**config.mk**
```make
export PLATFORM = sky130hd
export DESIGN_NAME = sliding_window_maximum
export DESIGN_NICKNAME = d
export VERILOG_FILES = /design/src/design/swm_pkg.sv /design/src/design/swm_ram.sv /design/src/design/swm_ctrl.sv /design/src/design/swm_datapath.sv /design/src/design/sliding_window_maximum.sv
export SDC_FILE = /design/constraint.sdc
export NUM_CORES = 2
export LEC_CHECK = 0
export BUFFER_PORTS_ARGS = -buffer_cell sky130_fd_sc_hd__clkbuf_2
export CAP_MARGIN = 0
export CORE_MARGIN = 2
export CORE_UTILIZATION = 55
export DETAILED_ROUTE_END_ITERATION = 7
export HOLD_SLACK_MARGIN = 0.05
export MAX_ROUTING_LAYER = met4
export PLACE_DENSITY = 0.73
export SLEW_MARGIN = 20
export SYNTH_ARGS = -nofsm -noshare
export SYNTH_HDL_FRONTEND = slang
export SYNTH_HIERARCHICAL = 1
export SYNTH_SLANG_ARGS = --single-unit
```
**constraint.sdc**
```tcl
create_clock -name clk -period 7.4 [get_ports clk]
set_clock_uncertainty 0.05 [all_clocks]
set_input_delay 1.48 -clock clk [delete_from_list [all_inputs] [get_ports clk]]
set_output_delay 1.48 -clock clk [all_outputs]
set_load 0.02 [all_outputs]
```
**src/design/swm_pkg.sv**
```systemverilog
// ----------------------------------------------------------------------------
// swm_pkg
// Shared types for the sliding window maximum: controller states and the
// command and status bundles between the controller and the datapath.
// ----------------------------------------------------------------------------
package swm_pkg;

    localparam int CFG_W = 7;

    typedef enum logic [2:0] {
        ST_IDLE,
        ST_DROP_RD,
        ST_DROP_CK,
        ST_POP_RD,
        ST_POP_CK,
        ST_PUSH,
        ST_FRONT_RD,
        ST_EMIT
    } swm_state_t;

    typedef struct packed {
        logic take;
        logic rd_head;
        logic rd_back;
        logic drop;
        logic pop;
        logic push;
        logic load_out;
    } swm_cmd_t;

    typedef struct packed {
        logic cnt_zero;
        logic drop_hit;
        logic pop_hit;
        logic warm_ready;
        logic out_free;
    } swm_sts_t;

endpackage

```
**src/design/swm_ram.sv**
```systemverilog
// ----------------------------------------------------------------------------
// swm_ram
// Generic single write port, single read port RAM with registered read data.
// ----------------------------------------------------------------------------
module swm_ram #(
    parameter int WIDTH  = 8,
    parameter int DEPTH  = 64,
    parameter int ADDR_W = 6
) (
    input  logic              clk,
    input  logic              wr_en,
    input  logic [ADDR_W-1:0] wr_addr,
    input  logic [WIDTH-1:0]  wr_data,
    input  logic              rd_en,
    input  logic [ADDR_W-1:0] rd_addr,
    output logic [WIDTH-1:0]  rd_data
);

    logic [WIDTH-1:0] mem [0:DEPTH-1];
    logic [WIDTH-1:0] rd_data_reg;

    always_ff @(posedge clk)
    begin
        if (wr_en)
        begin
            mem[wr_addr] <= wr_data;
        end
        if (rd_en)
        begin
            rd_data_reg <= mem[rd_addr];
        end
    end

    assign rd_data = rd_data_reg;

endmodule

```
**src/design/swm_ctrl.sv**
```systemverilog
// ----------------------------------------------------------------------------
// swm_ctrl
// Controller: sequences drop, pop, push and result steps for each sample.
// ----------------------------------------------------------------------------
module swm_ctrl (
    input  logic              clk,
    input  logic              rst_n,
    input  logic              in_valid,
    output logic              in_ready,
    input  swm_pkg::swm_sts_t sts,
    output swm_pkg::swm_cmd_t cmd
);

    import swm_pkg::*;

    swm_state_t state_reg;
    swm_state_t state_next;

    always_ff @(posedge clk or negedge rst_n)
    begin
        if (!rst_n)
        begin
            state_reg <= ST_IDLE;
        end
        else
        begin
            state_reg <= state_next;
        end
    end

    always_comb
    begin
        state_next = state_reg;
        case (state_reg)
            ST_IDLE:
            begin
                if (in_valid)
                begin
                    state_next = ST_DROP_RD;
                end
            end
            ST_DROP_RD:  state_next = sts.cnt_zero ? ST_PUSH : ST_DROP_CK;
            ST_DROP_CK:  state_next = sts.drop_hit ? ST_DROP_RD : ST_POP_RD;
            ST_POP_RD:   state_next = sts.cnt_zero ? ST_PUSH : ST_POP_CK;
            ST_POP_CK:   state_next = sts.pop_hit ? ST_POP_RD : ST_PUSH;
            ST_PUSH:     state_next = ST_FRONT_RD;
            ST_FRONT_RD: state_next = sts.warm_ready ? ST_EMIT : ST_IDLE;
            ST_EMIT:
            begin
                if (sts.out_free)
                begin
                    state_next = ST_IDLE;
                end
            end
            default:     state_next = ST_IDLE;
        endcase
    end

    always_comb
    begin
        cmd      = '0;
        in_ready = 1'b0;
        case (state_reg)
            ST_IDLE:
            begin
                in_ready = 1'b1;
                cmd.take = in_valid;
            end
            ST_DROP_RD:  cmd.rd_head  = !sts.cnt_zero;
            ST_DROP_CK:  cmd.drop     = sts.drop_hit;
            ST_POP_RD:   cmd.rd_back  = !sts.cnt_zero;
            ST_POP_CK:   cmd.pop      = sts.pop_hit;
            ST_PUSH:     cmd.push     = 1'b1;
            ST_FRONT_RD: cmd.rd_head  = sts.warm_ready;
            ST_EMIT:     cmd.load_out = sts.out_free;
            default:     cmd          = '0;
        endcase
    end

endmodule

```
**src/design/swm_datapath.sv**
```systemverilog
// ----------------------------------------------------------------------------
// swm_datapath
// Datapath: deque pointers, position and warm-up counters, candidate RAM,
// window register and output register.
// ----------------------------------------------------------------------------
module swm_datapath #(
    parameter int WINDOW_MAX   = 64,
    parameter int SAMPLE_WIDTH = 16
) (
    input  logic                      clk,
    input  logic                      rst_n,
    input  logic                      cfg_we,
    input  logic [swm_pkg::CFG_W-1:0] cfg_data,
    input  logic [SAMPLE_WIDTH-1:0]   in_sample,
    input  logic                      in_start,
    input  swm_pkg::swm_cmd_t         cmd,
    output swm_pkg::swm_sts_t         sts,
    input  logic                      out_ready,
    output logic                      out_valid,
    output logic [SAMPLE_WIDTH-1:0]   out_sample
);

    import swm_pkg::*;

    localparam int ADDR_W  = (WINDOW_MAX > 1) ? $clog2(WINDOW_MAX) : 1;
    localparam int CNT_W   = $clog2(WINDOW_MAX + 1);
    localparam int POS_W   = $clog2(2 * WINDOW_MAX);
    localparam int WCMP_W  = (CNT_W > CFG_W) ? CNT_W : CFG_W;
    localparam int ENTRY_W = SAMPLE_WIDTH + POS_W;

    logic [SAMPLE_WIDTH-1:0] sample_reg;
    logic [ADDR_W-1:0]       head_reg, head_next;
    logic [ADDR_W-1:0]       tail_reg, tail_next;
    logic [CNT_W-1:0]        count_reg, count_next;
    logic [POS_W-1:0]        pos_reg, pos_next;
    logic [CNT_W-1:0]        warm_reg, warm_next;
    logic [CFG_W-1:0]        window_size_reg;
    logic                    out_valid_reg;
    logic [SAMPLE_WIDTH-1:0] out_data_reg;

    logic [ADDR_W-1:0]       head_inc, tail_inc, tail_dec;
    logic [WCMP_W-1:0]       win_ext;
    logic [CNT_W-1:0]        win_eff;
    logic [ENTRY_W-1:0]      rd_entry;
    logic [SAMPLE_WIDTH-1:0] rd_value;
    logic [POS_W-1:0]        rd_pos;
    logic [POS_W:0]          age_wrap;
    logic [POS_W-1:0]        age;
    logic                    cnt_full;

    assign head_inc = (head_reg == ADDR_W'(WINDOW_MAX - 1)) ? '0 : head_reg + 1'b1;
    assign tail_inc = (tail_reg == ADDR_W'(WINDOW_MAX - 1)) ? '0 : tail_reg + 1'b1;
    assign tail_dec = (tail_reg == '0) ? ADDR_W'(WINDOW_MAX - 1) : tail_reg - 1'b1;
    assign cnt_full = (count_reg == CNT_W'(WINDOW_MAX));

    // clamp the window to 1..WINDOW_MAX
    assign win_ext = WCMP_W'(window_size_reg);
    always_comb
    begin
        if (window_size_reg == '0)
        begin
            win_eff = CNT_W'(1);
        end
        else if (win_ext > WCMP_W'(WINDOW_MAX))
        begin
            win_eff = CNT_W'(WINDOW_MAX);
        end
        else
        begin
            win_eff = CNT_W'(win_ext);
        end
    end

    swm_ram #(
        .WIDTH  (ENTRY_W),
        .DEPTH  (WINDOW_MAX),
        .ADDR_W (ADDR_W)
    ) u_cand_ram (
        .clk     (clk),
        .wr_en   (cmd.push),
        .wr_addr (tail_reg),
        .wr_data ({pos_reg, sample_reg}),
        .rd_en   (cmd.rd_head | cmd.rd_back),
        .rd_addr (cmd.rd_back ? tail_dec : head_reg),
        .rd_data (rd_entry)
    );

    assign rd_value = rd_entry[SAMPLE_WIDTH-1:0];
    assign rd_pos   = rd_entry[ENTRY_W-1:SAMPLE_WIDTH];

    // age modulo 2*WINDOW_MAX
    assign age_wrap = {1'b0, pos_reg} + (POS_W + 1)'(2 * WINDOW_MAX) - {1'b0, rd_pos};
    assign age      = (pos_reg >= rd_pos) ? (pos_reg - rd_pos) : age_wrap[POS_W-1:0];

    assign sts.cnt_zero   = (count_reg == '0);
    assign sts.drop_hit   = (age >= POS_W'(win_eff));
    assign sts.pop_hit    = ($signed(rd_value) < $signed(sample_reg));
    assign sts.warm_ready = (warm_reg >= win_eff);
    assign sts.out_free   = !out_valid_reg || out_ready;

    always_comb
    begin
        head_next  = head_reg;
        tail_next  = tail_reg;
        count_next = count_reg;
        pos_next   = pos_reg;
        warm_next  = warm_reg;
        if (cmd.take && in_start)
        begin
            head_next  = '0;
            tail_next  = '0;
            count_next = '0;
            pos_next   = '0;
            warm_next  = '0;
        end
        if (cmd.drop)
        begin
            head_next  = head_inc;
            count_next = count_reg - 1'b1;
        end
        if (cmd.pop)
        begin
            tail_next  = tail_dec;
            count_next = count_reg - 1'b1;
        end
        if (cmd.push)
        begin
            tail_next = tail_inc;
            if (cnt_full)
            begin
                head_next = head_inc;
            end
            else
            begin
                count_next = count_reg + 1'b1;
            end
            pos_next = (pos_reg == POS_W'(2 * WINDOW_MAX - 1)) ? '0 : pos_reg + 1'b1;
            if (warm_reg != CNT_W'(WINDOW_MAX))
            begin
                warm_next = warm_reg + 1'b1;
            end
        end
    end

    always_ff @(posedge clk or negedge rst_n)
    begin
        if (!rst_n)
        begin
            head_reg        <= '0;
            tail_reg        <= '0;
            count_reg       <= '0;
            pos_reg         <= '0;
            warm_reg        <= '0;
            window_size_reg <= CFG_W'(1);
            out_valid_reg   <= 1'b0;
        end
        else
        begin
            head_reg  <= head_next;
            tail_reg  <= tail_next;
            count_reg <= count_next;
            pos_reg   <= pos_next;
            warm_reg  <= warm_next;
            if (cfg_we)
            begin
                window_size_reg <= cfg_data;
            end
            if (cmd.load_out)
            begin
                out_valid_reg <= 1'b1;
            end
            else if (out_ready)
            begin
                out_valid_reg <= 1'b0;
            end
        end
    end

    always_ff @(posedge clk)
    begin
        if (cmd.take)
        begin
            sample_reg <= in_sample;
        end
        if (cmd.load_out)
        begin
            out_data_reg <= rd_value;
        end
    end

    assign out_valid  = out_valid_reg;
    assign out_sample = out_data_reg;

endmodule

```
**src/design/sliding_window_maximum.sv**
```systemverilog
// ----------------------------------------------------------------------------
// sliding_window_maximum
// Running maximum over the last window_size signed samples, kept in a
// monotonic deque of (value, position) candidates in a RAM.
//
//   channel   direction  payload
//   s_axis    in         tdata: sample, tuser: stream_start
//   m_axis    out        tdata: window_max
//   cfg       in         data: window_size
//
// Per sample: the transfer, a drop scan and a pop scan that each read and test
// deque entries one at a time through the single RAM read port, a push, a
// front read and a result load when due. A new sample is taken only once the
// steps for the last one are done.
// Reset clears the deque and counters and sets window_size to 1. A stalled
// result holds; the next sample is taken, and its result load waits for m_axis.
// ----------------------------------------------------------------------------
module sliding_window_maximum #(
    parameter int WINDOW_MAX   = 64,
    parameter int SAMPLE_WIDTH = 16
) (
    input  logic                                  clk,
    input  logic                                  rst_n,
    input  logic                                  s_axis_tvalid,
    output logic                                  s_axis_tready,
    input  logic [((SAMPLE_WIDTH + 7) / 8) * 8-1:0] s_axis_tdata,  // sample
    input  logic                                  s_axis_tuser,  // stream_start
    output logic                                  m_axis_tvalid,
    input  logic                                  m_axis_tready,
    output logic [((SAMPLE_WIDTH + 7) / 8) * 8-1:0] m_axis_tdata,  // window_max
    input  logic                                  cfg_valid,
    output logic                                  cfg_ready,
    input  logic [swm_pkg::CFG_W-1:0]             cfg_data
);

    import swm_pkg::*;

    localparam int DATA_W = ((SAMPLE_WIDTH + 7) / 8) * 8;

    swm_cmd_t                cmd;
    swm_sts_t                sts;
    logic [SAMPLE_WIDTH-1:0] result;

    assign cfg_ready = 1'b1;

    swm_ctrl u_ctrl (
        .clk      (clk),
        .rst_n    (rst_n),
        .in_valid (s_axis_tvalid),
        .in_ready (s_axis_tready),
        .sts      (sts),
        .cmd      (cmd)
    );

    swm_datapath #(
        .WINDOW_MAX   (WINDOW_MAX),
        .SAMPLE_WIDTH (SAMPLE_WIDTH)
    ) u_datapath (
        .clk        (clk),
        .rst_n      (rst_n),
        .cfg_we     (cfg_valid & cfg_ready),
        .cfg_data   (cfg_data),
        .in_sample  (s_axis_tdata[SAMPLE_WIDTH-1:0]),
        .in_start   (s_axis_tuser),
        .cmd        (cmd),
        .sts        (sts),
        .out_ready  (m_axis_tready),
        .out_valid  (m_axis_tvalid),
        .out_sample (result)
    );

    assign m_axis_tdata = DATA_W'(result);

`ifndef SYNTHESIS
    a_load_only_when_free: assert property (@(posedge clk) disable iff (!rst_n)
        cmd.load_out |-> (!m_axis_tvalid || m_axis_tready))
        else $error("result loaded over an untaken transfer");

    a_one_deque_op: assert property (@(posedge clk) disable iff (!rst_n)
        $onehot0({cmd.take, cmd.drop, cmd.pop, cmd.push, cmd.load_out}))
        else $error("conflicting deque commands");

    a_busy_after_take: assert property (@(posedge clk) disable iff (!rst_n)
        (s_axis_tvalid && s_axis_tready) |=> !s_axis_tready)
        else $error("input ready while a sample is in work");

    a_load_shows_valid: assert property (@(posedge clk) disable iff (!rst_n)
        cmd.load_out |=> m_axis_tvalid)
        else $error("loaded result not presented");
`endif

endmodule

```
==> impl_metrics.prom <==
# TYPE chip_impl_metric gauge
chip_impl_metric{name="detailedRoute.firstPassIterationCount",unit=""} 6
chip_impl_metric{name="clock_insertion_delay_worst_skew",unit="ps"} 760
chip_impl_metric{name="max-slew-margin-rel",unit="%"} 20.9
chip_impl_metric{name="detailedRoute.firstIterationViolations",unit=""} 4107
chip_impl_metric{name="antenna_found_initial",unit=""} 2
chip_impl_metric{name="cts.repair_timing.setup_buffer_count",unit=""} 0
chip_impl_metric{name="die-area",unit="um2"} 115000
chip_impl_info{name="top_library_cells_by_usage_in_the_layout_fill_and_taps_aside",value="sky130_fd_sc_hd__edfxtp_1, sky130_fd_sc_hd__mux4_2, sky130_fd_sc_hd__clkbuf_16"} 1
chip_impl_metric{name="power.share.clock",unit="%"} 27.3
chip_impl_metric{name="setup_tns_final",unit="ps"} 0
chip_impl_metric{name="areaGrowthSynthToFinish",unit="%"} 12.1
chip_impl_metric{name="clock_slew_at_reported_path_ffs",unit="ps"} 60
chip_impl_metric{name="maxClockFrequency",unit="GHz"} 0.199
chip_impl_metric{name="synth_cell_type_count",unit=""} 75
chip_impl_metric{name="die_w",unit="um"} 339
chip_impl_metric{name="worstMarginPinSlew",unit="ps"} 1180
chip_impl_metric{name="setup_viol",unit=""} 0
chip_impl_metric{name="fin_ws",unit="ps"} 2380
chip_impl_metric{name="finalNetCount",unit=""} 3136
chip_impl_info{name="worst_setup_path_startpoint",value="u_datapath/pos_reg[0]$_DFFE_PN0P_"} 1
chip_impl_metric{name="avgSynthCellArea",unit="um2"} 21.0
chip_impl_metric{name="post-route-period-util",unit="%"} 67.9
chip_impl_info{name="layout_commonest_cell",value="sky130_fd_sc_hd__edfxtp_1"} 1
chip_impl_info{name="worstHoldPathType",value="reg2reg"} 1
chip_impl_info{name="tritoncts",value="done"} 1
chip_impl_metric{name="netSwitchingFraction",unit="%"} 33.1
chip_impl_metric{name="arrival_time_at_the_worst_endpoint",unit="ps"} 5610
chip_impl_metric{name="drt-total-wl",unit="um"} 145000
chip_impl_metric{name="ys_seq_elements",unit=""} 1571
chip_impl_metric{name="numCtsBuffers",unit=""} 153
chip_impl_metric{name="core_region_area",unit="um2"} 111000
chip_impl_metric{name="yosys_warnings",unit=""} 6
chip_impl_metric{name="combinationalPowerShare",unit="%"} 34.4
chip_impl_metric{name="synthesis.nets",unit=""} 3014
chip_impl_metric{name="via_count_of_the_first_global_routing_pass",unit=""} 31046
chip_impl_metric{name="timing.hold.ws",unit="ps"} 410
chip_impl_metric{name="port-buffer-count",unit=""} 46
chip_impl_info{name="setup.worst_path.class",value="reg2reg"} 1
chip_impl_metric{name="drt-wirelength-per-cell",unit="um"} 31.0
chip_impl_metric{name="vias_per_cell",unit=""} 6.64
chip_impl_info{name="most_used_flip_flop_cell_after_synthesis",value="sky130_fd_sc_hd__edfxtp_1"} 1
chip_impl_info{name="cts_root_buffer",value="sky130_fd_sc_hd__clkbuf_16"} 1
chip_impl_metric{name="row_count",unit=""} 122
chip_impl_metric{name="place_congestion",unit=""} 0.899
chip_impl_metric{name="route.detailed.drc",unit=""} 0
chip_impl_metric{name="cts_num_sinks",unit=""} 1571
chip_impl_info{name="worst_r2r_startpoint",value="u_datapath/pos_reg[0]$_DFFE_PN0P_"} 1
chip_impl_info{name="end_kind",value="flop"} 1
chip_impl_metric{name="die_h",unit="um"} 339
chip_impl_metric{name="async_reset_ff_share",unit="%"} 2.80
chip_impl_metric{name="leakage",unit="nW"} 21.8
chip_impl_metric{name="floorplan.initialDensity",unit="%"} 55.6
chip_impl_metric{name="global_route.overflow_total",unit=""} 0
chip_impl_metric{name="cts.repair.resized",unit=""} 0
chip_impl_metric{name="power_per_cell_area",unit="nW/um2"} 417
chip_impl_metric{name="fin_crit",unit="ps"} 5020
chip_impl_metric{name="syn-cell-area",unit="um2"} 61800
chip_impl_metric{name="post_route_cells_drive_above_1_share",unit="%"} 25.7
chip_impl_info{name="start_kind",value="flop"} 1
chip_impl_metric{name="hpwl_after_detailed_placement",unit="um"} 79400
chip_impl_metric{name="detail-route-antenna-nets",unit=""} 0
chip_impl_metric{name="crit_path_max_fanout",unit=""} 69
chip_impl_info{name="unrepaired_setup_endpoints_after_global_routing",value="no"} 1
chip_impl_metric{name="detailedPlace.worstSlack",unit="ps"} 2170
chip_impl_metric{name="max_ffs_per_register",unit=""} 1472
chip_impl_metric{name="cp_data_required_time",unit="ps"} 7990
chip_impl_metric{name="number_of_pins_exceeding_their_max_slew_limit_in_the_final_report",unit=""} 0
chip_impl_info{name="min_from",value="u_datapath/u_cand_ram/rd_data[9]$_DFFE_PP_"} 1
chip_impl_metric{name="post_cts_hold_buffer_count",unit=""} 0
chip_impl_metric{name="max-vdd-ir-drop",unit="V"} 0.000343
chip_impl_metric{name="largest_net_degree_at_the_start_of_global_routing",unit=""} 93
chip_impl_metric{name="register_share_of_total_power",unit="%"} 38.3
chip_impl_metric{name="count_of_vias_placed_by_the_detailed_router",unit=""} 30990
chip_impl_metric{name="drv.max_cap_violation_count",unit=""} 0
chip_impl_metric{name="grt_first_pass_wirelength",unit="um"} 211000
chip_impl_metric{name="net-switching-power",unit="mW"} 9.56
chip_impl_metric{name="grtUsageTotal",unit="%"} 26.1
chip_impl_metric{name="number_of_enable_flip_flop_cells_after_synthesis",unit=""} 1527
chip_impl_metric{name="synthCells",unit=""} 2937
chip_impl_metric{name="internal_power",unit="mW"} 19.3
chip_impl_metric{name="ctsLongestPathBuffers",unit=""} 3
chip_impl_metric{name="final-hold-violation-count",unit=""} 0
chip_impl_metric{name="ioPinCount",unit=""} 48
chip_impl_metric{name="h-tree-depth",unit=""} 4
chip_impl_metric{name="sequential_to_total_area_share_from_yosys_stat",unit="%"} 76.0
chip_impl_info{name="outcome",value="finished clean"} 1
==> cell families after synthesis <==
logic type / share of synthesized area, %
AOI/OAI and AO/OA: 3.67
xor gates and xnor gates: 0.170
adders and majority gates: 0.984
buffers and inverters: 1.59
DFF: 76.0
muxes: 15.0
other: 0.00607
and+or+nand+nor: 2.60
==> routing by layer <==
| layer | global-route usage (%) | share of wire, % | vias up |
|---|---|---|---|
| li1 | - | - | 12532 |
| met1 | 34.8 | 38 | 16490 |
| met2 | 40.6 | 49 | 1670 |
| met3 | 5.34 | 9.4 | 298 |
| met4 | 9.26 | 3.6 | 0 |
| met5 | - | 0 | - |
==> per-stage QoR <==
| stage | util (%) | power (mW) | cells | area [um2] |
|---|---|---|---|---|
| after CTS | 62.3 | 28.9 | 4668 | 69200 |
| after global routing | 62.3 | 29.8 | 4668 | 69200 |
| after detailed placement | 57.7 | 21.0 | 4392 | 64200 |
| after floorplan | - | 17.9 | 2937 | 61800 |
| after global placement | 57.7 | 20.8 | 4392 | 64100 |
| final | 62.3 | 28.9 | 4669 | 69200 |
==> cell usage after synthesis, types with 42 or more instances <==
library cell	count	area, um2
sky130_fd_sc_hd__edfxtp_1	1527	45900
sky130_fd_sc_hd__mux2i_1	73	731
sky130_fd_sc_hd__a21oi_1	45	225
sky130_fd_sc_hd__o21ai_0	52	260
sky130_fd_sc_hd__clkbuf_1	72	270
sky130_fd_sc_hd__ha_1	47	588
sky130_fd_sc_hd__a22oi_1	50	375
sky130_fd_sc_hd__nor2_1	118	443
sky130_fd_sc_hd__buf_4	43	323
sky130_fd_sc_hd__nand3_1	42	210
sky130_fd_sc_hd__mux4_2	368	8290
sky130_fd_sc_hd__dfrtp_1	43	1080
sky130_fd_sc_hd__nand2_1	63	236
==> worst max-delay path, cell delays in order, from the launching register on <==
cell and delay, ps:
sky130_fd_sc_hd__dfrtp_4 850, sky130_fd_sc_hd__inv_1 150, sky130_fd_sc_hd__ha_1 350, sky130_fd_sc_hd__and3_1 190
sky130_fd_sc_hd__o31ai_1 300, sky130_fd_sc_hd__a31oi_1 190, sky130_fd_sc_hd__a2111oi_0 410, sky130_fd_sc_hd__a211oi_1 100
sky130_fd_sc_hd__ha_1 300, sky130_fd_sc_hd__nand2_1 50, sky130_fd_sc_hd__o31ai_1 240, sky130_fd_sc_hd__nor4b_1 510
sky130_fd_sc_hd__nor2_1 200, sky130_fd_sc_hd__nor4b_1 610, sky130_fd_sc_hd__a21oi_1 150, sky130_fd_sc_hd__o211ai_1 180
sky130_fd_sc_hd__o21ai_1 90
==> final cells by class <==
type,count,area [um2]
flip-flops and latches,1571,47000
fillers,7396,41900
multi-input cells,1174,14300
clock buffers,196,4060
well taps,1488,1860
clock inverters,80,1010
repair buffers,118,848
inverters,41,154
diodes,1,2.50
==> worst paths after layout <==
path,endpoint,slack [ps],depth (start not counted)
max,u_datapath/count_reg[6]$_DFF_PN0_,2380,16
min,u_datapath/out_sample[9]$_DFFE_PP_,410,0
max reg2reg,u_datapath/count_reg[6]$_DFF_PN0_,2380,16
min reg2reg,u_datapath/out_sample[9]$_DFFE_PP_,410,0
max in group asynchronous,u_datapath/pos_reg[0]$_DFFE_PN0P_,6030,1
min in group asynchronous,u_datapath/win_ext[4]$_DFFE_PN0P_,730,1
==> power by group through the flow <==
stage	sequential [mW]	clock (mW)	combinational, mW
CTS	11.0	7.98	9.84
global placement	11.2	0	9.58
floorplan	11.2	0	6.72
global route	11.1	8.31	10.4
detailed placement	11.2	0	9.77
finish	11.1	7.89	9.92
Note: power is estimated with default switching activity, not from simulation.
